==> src/rtl/core/imh_pkg.sv <==
`timescale 1ns / 1ps
`default_nettype none
package imh_pkg;
    localparam int Capacity  = 256;
    localparam int KeyBits   = 32;
    localparam int SlotBits  = $clog2(Capacity);
    localparam int FillBits  = $clog2(Capacity + 1);
    localparam int HandleBits = 8;
    localparam int HandleCount = 256;

    localparam logic [1:0] OP_INSERT  = 2'd0;
    localparam logic [1:0] OP_EXTRACT = 2'd1;
    localparam logic [1:0] OP_REMOVE  = 2'd2;
    localparam logic [1:0] OP_UNUSED  = 2'd3;

    localparam logic [1:0] ST_OK     = 2'd0;
    localparam logic [1:0] ST_EMPTY  = 2'd1;
    localparam logic [1:0] ST_FULL   = 2'd2;
    localparam logic [1:0] ST_ABSENT = 2'd3;

    typedef logic [SlotBits-1:0] t_slot;
    typedef logic [FillBits-1:0] t_fill;
    typedef logic [KeyBits-1:0]  t_key;
    typedef logic [HandleBits-1:0] t_handle;

    // Datapath commands issued by the controller.
    typedef enum logic [3:0] {
        CMD_NONE,
        CMD_START,     // latch the item, read slot_of_handle and presence
        CMD_RD_TOP,    // decide the operation from presence and fill
        CMD_RD_LAST,   // read the last entry
        CMD_PLACE,     // take the last entry as the one to sift
        CMD_RD_KIDS_L, // read left child
        CMD_RD_KIDS_R, // read right child
        CMD_DOWN,      // compare with children and swap when needed
        CMD_RD_PAR,    // read parent
        CMD_UP,        // compare with parent, move it down or settle the entry
        CMD_FINISH     // load the result register
    } t_cmd;

    typedef struct packed {
        logic [1:0] op;
        logic       failed;
        logic       present;
        logic       in_range;
        logic       empty;
        logic       full;
        logic       is_last;
        logic       has_left;
        logic       has_right;
        logic       down_swap;
        logic       up_swap;
        logic       at_root;
    } t_status;
endpackage
`default_nettype wire

==> src/rtl/core/imh_ctrl.sv <==
`timescale 1ns / 1ps
`default_nettype none
module imh_ctrl import imh_pkg::*; (
    input  wire logic i_clk,
    input  wire logic i_rst_n,
    input  wire logic i_in_valid,
    output logic      o_in_ready,
    output logic      o_out_valid,
    input  wire logic i_out_ready,
    input  wire t_status i_stat,
    output t_cmd      o_cmd
);
    typedef enum logic [10:0] {
        S_IDLE   = 11'b00000000001,
        S_CHECK  = 11'b00000000010,
        S_TOP    = 11'b00000000100,
        S_LAST   = 11'b00000001000,
        S_PLACE  = 11'b00000010000,
        S_KL     = 11'b00000100000,
        S_KR     = 11'b00001000000,
        S_DOWN   = 11'b00010000000,
        S_PAR    = 11'b00100000000,
        S_UP     = 11'b01000000000,
        S_DONE   = 11'b10000000000
    } t_state;

    t_state r_state, n_state;
    logic   r_out_valid;

    assign o_in_ready  = (r_state == S_IDLE);
    assign o_out_valid = r_out_valid;

    always_comb begin
        n_state = r_state;
        o_cmd   = CMD_NONE;
        unique case (r_state)
            S_IDLE:  if (i_in_valid && o_in_ready) begin
                o_cmd = CMD_START; n_state = S_CHECK;
            end
            S_CHECK: begin
                o_cmd = CMD_RD_TOP;
                n_state = S_TOP;
            end
            S_TOP: begin
                // Status decided and r_cur set; the idle command reads slot r_cur.
                if (i_stat.failed || i_stat.op == OP_UNUSED) n_state = S_DONE;
                else if (i_stat.op == OP_INSERT) n_state = S_PAR;
                else n_state = S_LAST;
            end
            S_LAST: begin
                o_cmd = CMD_RD_LAST; n_state = S_PLACE;
            end
            S_PLACE: begin
                // last entry read; if the freed slot is the last, just shrink
                o_cmd = CMD_PLACE;
                n_state = i_stat.is_last ? S_DONE : S_KL;
            end
            S_KL: begin
                o_cmd = CMD_RD_KIDS_L; n_state = S_KR;
            end
            S_KR: begin
                o_cmd = CMD_RD_KIDS_R; n_state = S_DOWN;
            end
            S_DOWN: begin
                o_cmd = CMD_DOWN;
                if (i_stat.down_swap) n_state = S_KL;
                else n_state = S_PAR;
            end
            S_PAR: begin
                o_cmd = CMD_RD_PAR; n_state = S_UP;
            end
            S_UP: begin
                o_cmd = CMD_UP;
                if (i_stat.up_swap && !i_stat.at_root) n_state = S_PAR;
                else n_state = S_DONE;
            end
            S_DONE: begin
                // Wait here while the previous result still occupies the output.
                if (!r_out_valid || i_out_ready) begin
                    o_cmd = CMD_FINISH; n_state = S_IDLE;
                end
            end
            default: n_state = S_IDLE;
        endcase
    end

    always_ff @(posedge i_clk) begin
        if (!i_rst_n) begin
            r_state <= S_IDLE; r_out_valid <= 1'b0;
        end else begin
            r_state <= n_state;
            if (o_cmd == CMD_FINISH) r_out_valid <= 1'b1;
            else if (i_out_ready) r_out_valid <= 1'b0;
        end
    end
`ifndef NO_ASSERTIONS
    a_onehot: assert property (@(posedge i_clk) disable iff (!i_rst_n) $onehot(r_state))
        else $error("state not one-hot");
    a_done_valid: assert property (@(posedge i_clk) disable iff (!i_rst_n)
        r_state == S_DONE |=> r_out_valid) else $error("result not shown");
    a_no_accept: assert property (@(posedge i_clk) disable iff (!i_rst_n)
        r_state != S_IDLE |-> !o_in_ready) else $error("accept while busy");
`endif
endmodule
`default_nettype wire

==> config.mk <==
export PLATFORM = sky130hd
export DESIGN_NAME = imh_ctrl
export DESIGN_NICKNAME = d
export VERILOG_FILES = /design/src/rtl/core/imh_pkg.sv /design/src/rtl/core/imh_ctrl.sv
export SDC_FILE = /design/constraint.sdc
export NUM_CORES = 1
export LEC_CHECK = 0
export ABC_AREA = 1
export BUFFER_PORTS_ARGS = -buffer_cell sky130_fd_sc_hd__buf_2
export CAP_MARGIN = 20
export CORE_UTILIZATION = 36
export CTS_CLUSTER_DIAMETER = 60
export CTS_CLUSTER_SIZE = 10
export DETAILED_ROUTE_END_ITERATION = 12
export GPL_TIMING_DRIVEN = 0
export MAX_ROUTING_LAYER = met4
export SYNTH_ARGS = -nofsm -noshare
export SYNTH_HDL_FRONTEND = slang
export SYNTH_SLANG_ARGS = --single-unit
==> constraint.sdc <==
create_clock -name i_clk -period 1.4 [get_ports i_clk]
set_input_delay 0.28 -clock i_clk [delete_from_list [all_inputs] [get_ports i_clk]]
set_output_delay 0.28 -clock i_clk [all_outputs]
set_load 0.02 [all_outputs]
==> flow_summary_export.csv, run 1 <==
group,metric,value,unit
placement,gp_congestion,0.841,
finish,antenna_cells,0,
grt,grt_max_degree,9,
pwr,power.share.clock,26.0,%
sta,rsz0062_at_grt,"true",
detailed_routing,post-route-drc-count,0,
worst_setup_path,timing.setup.critical_path_class,"register to primary output",
detailed_routing,detailedRoute.firstPassIterationCount,5,
floorplanning,die_height,49.6,microns
pwr,p_sw_share,30.9,%
pwr,static_leakage,0.625,nW
yosys,ys_seq_area_share,29.5,%
sta,max_slew_margin,78.8,%
detailed_routing,post_drt_via_cell_ratio,4.96,
pwr,power_density_of_the_placed_cells,655,nW/um^2
finish,final_layout_size_suffix_gt1_share,51.3,%
sta,worst_slew_pin_slew,0.317,ns
pwr,p_int,0.571,mW
pwr,netSwitchingPower,0.255,mW
worst_setup_path,path_common_cell,"sky130_fd_sc_hd__buf_6",
run,maxCapViolations,0,
worst_setup_path,setup.worst_path.start,"r_state[5]$_SDFFE_PN0P_",
yosys,post_synth_instance_area,815,sq um
floorplanning,io_pins,23,
yosys,synth.distinct_cells,23,
placement,placement.cell_area,943,sq um
sta,finalSetupViolations,11,
worst_setup_path,worst-path-buf-inv,2,
pwr,combPwrFrac,31.2,%
worst_setup_path,ff2ff_path_depth,9,
pwr,final_total_pwr,0.825,mW
cts,clockBufferDepth,2,
sta,timing.final.max_slew_violations,0,
worst_setup_path,path_delay_family,"simple AND/OR/NAND/NOR gates",
grt,grt_overflow,0,
sta,timing.final.ws_setup,-0.331,ns
cts,cts_tree,"built",
sta,finalCriticalPeriod,1.73,ns
worst_hold_path,holdCritPathClass,"primary input to register",
worst_setup_path,endpoint_kind,"primary output",
pwr,seq_power_share,42.8,%
status,failed_checks,"setup timing",
worst_hold_path,whs_path_depth,4,
detailed_routing,first_iteration_detailed_routing_drc_count,26,
grt,gr-usage-all-layers,19.3,%
finish,most-common-layout-cells,"20 x sky130_fd_sc_hd__nand2_1, 15 x sky130_fd_sc_hd__buf_4, 14 x sky130_fd_sc_hd__inv_1",
placement,dp_hpwl,1380,microns
status,outcome,"complete, but fails checks",
worst_setup_path,crit_fanout,4,
grt,number_of_global_route_vias_before_repair,813,
floorplanning,fp-row-count,16,
yosys,synth.ff_latch_count,12,
worst_setup_path,cells_traversed_along_the_worst_timing_path,"nor2_4 > nand2_4 > nor2_8 > buf_6 > nand3_4 > nand3_2 > buf_6",
cts,cts_hold_buf,0,
cts,worst_setup_hold_path_clk_slew,0.07,ns
cts,clk-insertion-delay-late,0.28,ns
worst_setup_path,arrival,1.45,ns
worst_setup_path,critical_path.reg2reg.startpoint,"r_state[5]$_SDFFE_PN0P_",
worst_setup_path,critPathRequiredTime,1.12,ns
detailed_routing,totalWireLength,2320,microns
sta,finalHoldViolCount,0,
worst_hold_path,hold_path_startpoint,"i_stat[10]",
cts,cts.sinks,12,
cts,h-tree-depth,1,
yosys,netlist_instances,119,
sta,clock-skew-final,0.00397,ns
detailed_routing,wire_per_inst,12.7,microns
cts,cts-buffers-inserted,3,
sta,layout_worst_path_cycle_share,124,%
yosys,syn_nets,136,
yosys,netlist_top_cells_area,"sky130_fd_sc_hd__dfxtp_1 29%, sky130_fd_sc_hd__nand2_1 11%, sky130_fd_sc_hd__inv_1 7.4%",
cts,clock_tree.root_cell,"sky130_fd_sc_hd__clkbuf_4",
yosys,yosysWarningCount,0,
sta,maxClockFrequency,578,MHz
grt,grt_pass1_wl,3440,microns
yosys,synthDominantCellAreaShare,29.5,%
detailed_routing,dr_total_vias,907,
worst_setup_path,critical-path-slowest-cell,"sky130_fd_sc_hd__dfxtp_4",
pwr,ir_worst_vdd,0.000483,V
finish,design_area,1260,sq um
worst_setup_path,timing.critical_path.slowest_cell_delay,0.35,ns
yosys,synth_largest_area_cell,"sky130_fd_sc_hd__dfxtp_1",
floorplanning,dieWidth,49.6,microns
grt,antenna_found_initial,0,
floorplanning,die_area,2460,sq um
detailed_routing,postRouteAntennaNets,0,
worst_setup_path,crit_cells,7,
worst_setup_path,cp-start-kind,"register",
finish,finalCoreUtilization,61.7,%
yosys,avgSynthCellArea,6.84,sq um
finish,num-nets-final,175,
floorplanning,initial_utilization,39.9,%
placement,io_buffers,16,
finish,area.growth.synth_to_final,54.7,%
floorplanning,core,2040,sq um
finish,layout_commonest_cell,"sky130_fd_sc_hd__nand2_1",
-- registers in the layout, indices dropped and copies added, names as in the netlist --
name         flops
r_state         11
o_out_valid      1
-- logic make-up (layout without fill, tap and decap cells) --
| kind of cell | Yosys count | after routing | share of synthesized area [%] |
|---|---|---|---|
| flip-flops | 12 | 12 | 29.5 |
| AND/OR/NAND/NOR | 82 | 82 | 58.2 |
| buffers and inverters | 20 | 57 | 9.22 |
| AO/OA/AOI/OAI | 5 | 5 | 3.07 |
-- final timing paths --
kind	endpoint	slack [ns]
worst min register to register	r_state[7]$_SDFFE_PN0P_	0.58
worst min-delay path	r_state[3]$_SDFFE_PN0P_	0.27
worst max register to register	r_state[5]$_SDFFE_PN0P_	-0.09
worst max-delay path	o_cmd[3]	-0.33
-- tightest hold or removal path, stage by stage --
cell and delay [ns]:
sky130_fd_sc_hd__buf_2 0.07, sky130_fd_sc_hd__inv_1 0.04, sky130_fd_sc_hd__nand2_1 0.07, sky130_fd_sc_hd__nor4_1 0.05
-- per-layer routing --
layer,vias up,GRT usage (%),routed length [microns]
li1,459,-,-
met1,404,21.0,951
met2,36,31.1,1150
met3,8,7.72,151
met4,0,7.62,72
met5,-,-,0
-- synthesized netlist by cell type (all sizes together) --
cell type   n
inv        20
nor3       10
a21oi       1
and3        1
nand2      27
nand4       4
and2        2
nor2       20
nand3      13
o21ai       4
nor4        1
dfxtp      12
nand3b      4
-- power by group through the flow --
stage	sequential, mW	combinational [mW]	clock, mW
floorplan	0.359	0.116	0
global placement	0.360	0.159	0
detailed placement	0.360	0.159	0
CTS	0.356	0.213	0.221
global route	0.354	0.271	0.246
finish	0.353	0.258	0.215
-- cell type report --
type / instances / area [sq um]
sequential: 12 / 256
clock buffer: 3 / 22.5
timing repair buffer: 34 / 258
multi-input combinational: 87 / 614
tap: 27 / 33.8
inverter: 20 / 75.1
fill: 188 / 782
-- stage by stage --
step	instances	setup WS (ns)	hold slack, ns	setup TNS (ns)
global placement	162	-0.0882	0.557	-0.236
finish	183	-0.331	0.267	-1.91
detailed placement	162	-0.111	0.557	-0.287
floorplan	119	-0.00560	0.406	-0.00560
global route	183	-0.406	0.271	-2.53
CTS	174	-0.319	0.264	-1.45
-- timing repair --
action	4_1_cts	5_1_grt
gates resized for setup	30	17
pin swaps	11	10
endpoints found under the hold margin	0	0
setup buffers	9	9
setup endpoints to repair	5	8
(Power assumes the default switching activity.)
==> run 2: changes to the inputs <==
--- a/config.mk
+++ b/config.mk
@@ -14,6 +14,7 @@
 export DETAILED_ROUTE_END_ITERATION = 12
 export GPL_TIMING_DRIVEN = 0
 export MAX_ROUTING_LAYER = met4
+export SETUP_SLACK_MARGIN = 0.02
 export SYNTH_ARGS = -nofsm -noshare
 export SYNTH_HDL_FRONTEND = slang
 export SYNTH_SLANG_ARGS = --single-unit
==> flow_summary_export.csv, run 2 (synthesis results as in run 1) <==
group,metric,value,unit
status,outcome,"complete, but fails checks",
status,failed_checks,"setup timing",
cts,cts_hold_buf,0,
grt,met1_usage,23.5,%
floorplanning,core,2040,sq um
sta,rsz0062_at_grt,"true",
sta,maxClockFrequency,575,MHz
detailed_routing,post-route-drc-count,0,
detailed_routing,wire_per_inst,11.6,microns
worst_setup_path,crit_fanout,3,
run,maxCapViolations,0,
grt,grt_pass1_wl,3240,microns
sta,hold-worst-slack,0.284,ns
detailed_routing,post_drt_via_cell_ratio,4.86,
detailed_routing,dr_total_vias,861,
worst_setup_path,arrival,1.46,ns
grt,grt.met3_usage,2.78,%
pwr,final_total_pwr,0.814,mW
floorplanning,initial_utilization,39.9,%
pwr,power_density_of_the_placed_cells,685,nW/um^2
placement,gp_congestion,0.846,
finish,antenna_cells,0,
worst_setup_path,timing.setup.critical_path_class,"register to primary output",
worst_setup_path,critical_path.reg2reg.startpoint,"r_state[4]$_SDFFE_PN0P_",
cts,clockBufferDepth,2,
sta,clock-skew-final,0.00516,ns
pwr,ir_worst_vdd,0.000414,V
floorplanning,die_height,49.6,microns
finish,finalCoreUtilization,58.2,%
cts,clk-insertion-delay-late,0.27,ns
sta,finalCriticalPeriod,1.74,ns
floorplanning,die_area,2460,sq um
grt,grt_overflow,0,
grt,grt_util_met2,27.9,%
worst_setup_path,critPathRequiredTime,1.12,ns
grt,antenna_found_initial,0,
finish,final_layout_size_suffix_gt1_share,48.7,%
floorplanning,dieWidth,49.6,microns
grt,number_of_global_route_vias_before_repair,777,
worst_hold_path,whs_path_depth,3,
worst_setup_path,endpoint_kind,"primary output",
worst_hold_path,hold_path_startpoint,"i_rst_n",
finish,largest_register_ffs,11,
cts,h-tree-depth,1,
sta,timing.final.ws_setup,-0.339,ns
floorplanning,io_pins,23,
detailed_routing,first_iteration_detailed_routing_drc_count,20,
placement,io_buffers,16,
cts,worst_setup_hold_path_clk_slew,0.08,ns
finish,most_flop_heavy_register,"r_state",
worst_hold_path,holdCritPathClass,"primary input to register",
worst_setup_path,worst_reg2reg_setup_slack,-0.01,ns
worst_setup_path,cp-start-kind,"register",
floorplanning,fp-row-count,16,
finish,num-nets-final,169,
worst_hold_path,worstHoldEndpoint,"r_state[8]$_SDFFE_PN0P_",
finish,layout_commonest_cell,"sky130_fd_sc_hd__nand2_1",
worst_setup_path,worstReg2RegEnd,"r_state[8]$_SDFFE_PN0P_",
cts,clock_tree.root_cell,"sky130_fd_sc_hd__clkbuf_4",
finish,most-common-layout-cells,"23 x sky130_fd_sc_hd__nand2_1, 14 x sky130_fd_sc_hd__inv_1, 11 x sky130_fd_sc_hd__buf_2, 11 x sky130_fd_sc_hd__buf_4",
cts,cts_tree,"built",
grt,grt_max_degree,9,
sta,finalHoldViolCount,0,
worst_setup_path,ff2ff_path_depth,10,
sta,layout_worst_path_cycle_share,124,%
cts,cts-buffers-inserted,3,
finish,area.growth.synth_to_final,45.9,%
detailed_routing,totalWireLength,2060,microns
detailed_routing,postRouteAntennaNets,0,
placement,dp_hpwl,1480,microns
detailed_routing,detailedRoute.firstPassIterationCount,4,
sta,timing.final.max_slew_violations,0,
cts,cts.sinks,12,
sta,finalSetupViolations,6,
grt,grt.busiest_layer,"met2",
sta,max_slew_margin,79.8,%
sta,worst_slew_pin_slew,0.301,ns
pwr,static_leakage,0.577,nW
grt,gr-usage-all-layers,18.3,%
## run 2: cell types whose count changed in the layout (fill, tap and decap cells not counted), moves of 2 or more
cell and delta:
sky130_fd_sc_hd__buf_4 -4, sky130_fd_sc_hd__dfxtp_2 +3, sky130_fd_sc_hd__nand2_1 +3, sky130_fd_sc_hd__buf_6 -2, sky130_fd_sc_hd__dfxtp_1 -2, sky130_fd_sc_hd__nand2_2 -2, sky130_fd_sc_hd__nand3_1 +2, sky130_fd_sc_hd__nand3_2 -2
sky130_fd_sc_hd__nor3_2 +2
## run 2: how the worst max path moves through the flow
stage | from | end | slack (ns) | cells after the start
after floorplan | r_state[5]$_SDFFE_PN0P_ | o_cmd[0] | -0.006 | 6
after CTS | r_state[4]$_SDFFE_PN0P_ | o_cmd[1] | -0.32 | 7
after global routing | r_state[4]$_SDFFE_PN0P_ | o_cmd[1] | -0.43 | 7
final | r_state[6]$_SDFFE_PN0P_ | o_cmd[0] | -0.34 | 6
after global placement | r_state[5]$_SDFFE_PN0P_ | o_cmd[1] | -0.09 | 7
after detailed placement | r_state[5]$_SDFFE_PN0P_ | o_cmd[1] | -0.10 | 7
## run 2: worst max-delay path, stage by stage (launching register included)
cell and delay, ns:
sky130_fd_sc_hd__dfxtp_2 0.39, sky130_fd_sc_hd__inv_1 0.08, sky130_fd_sc_hd__nand2_1 0.11, sky130_fd_sc_hd__nor2_2 0.05
sky130_fd_sc_hd__o21ai_0 0.24, sky130_fd_sc_hd__nand4_1 0.15, sky130_fd_sc_hd__buf_6 0.16
## run 2: cell type report
class	instances	area, sq um
inverter	20	77.6
fill	205	853
clock buffer	3	22.5
multi-input combinational	87	593
timing repair buffer	28	205
sequential	12	256
tap	27	33.8
## run 2: power breakdown
part / switching [mW] / total, mW / internal, mW
logic: 0.122 / 0.248 / 0.126
clock network: 0.113 / 0.212 / 0.0995
registers: 0.00821 / 0.354 / 0.346
total: 0.243 / 0.814 / 0.571
## run 2: per-stage QoR
step	TNS (ns)	cells	cell area (sq um)	worst slack, ns
floorplan	-0.00560	119	831	-0.00560
global placement	-0.235	162	945	-0.0907
detailed placement	-0.266	162	945	-0.101
CTS	-1.47	171	1080	-0.318
global route	-2.31	177	1190	-0.433
finish	-1.47	177	1190	-0.339
## run 2: repair_timing
action / CTS / global route
cloned: 0 / 0
gates resized for setup: 21 / 19
pin swaps: 8 / 6
setup endpoints to repair: 5 / 8
buffers inserted: 6 / 6
## run 2: per-layer routing
layer | vias to the layer above | share of wire, %
met5 | - | 0
met4 | 0 | 1.8
met3 | 4 | 4.4
met2 | 22 | 47
met1 | 381 | 47
li1 | 454 | -
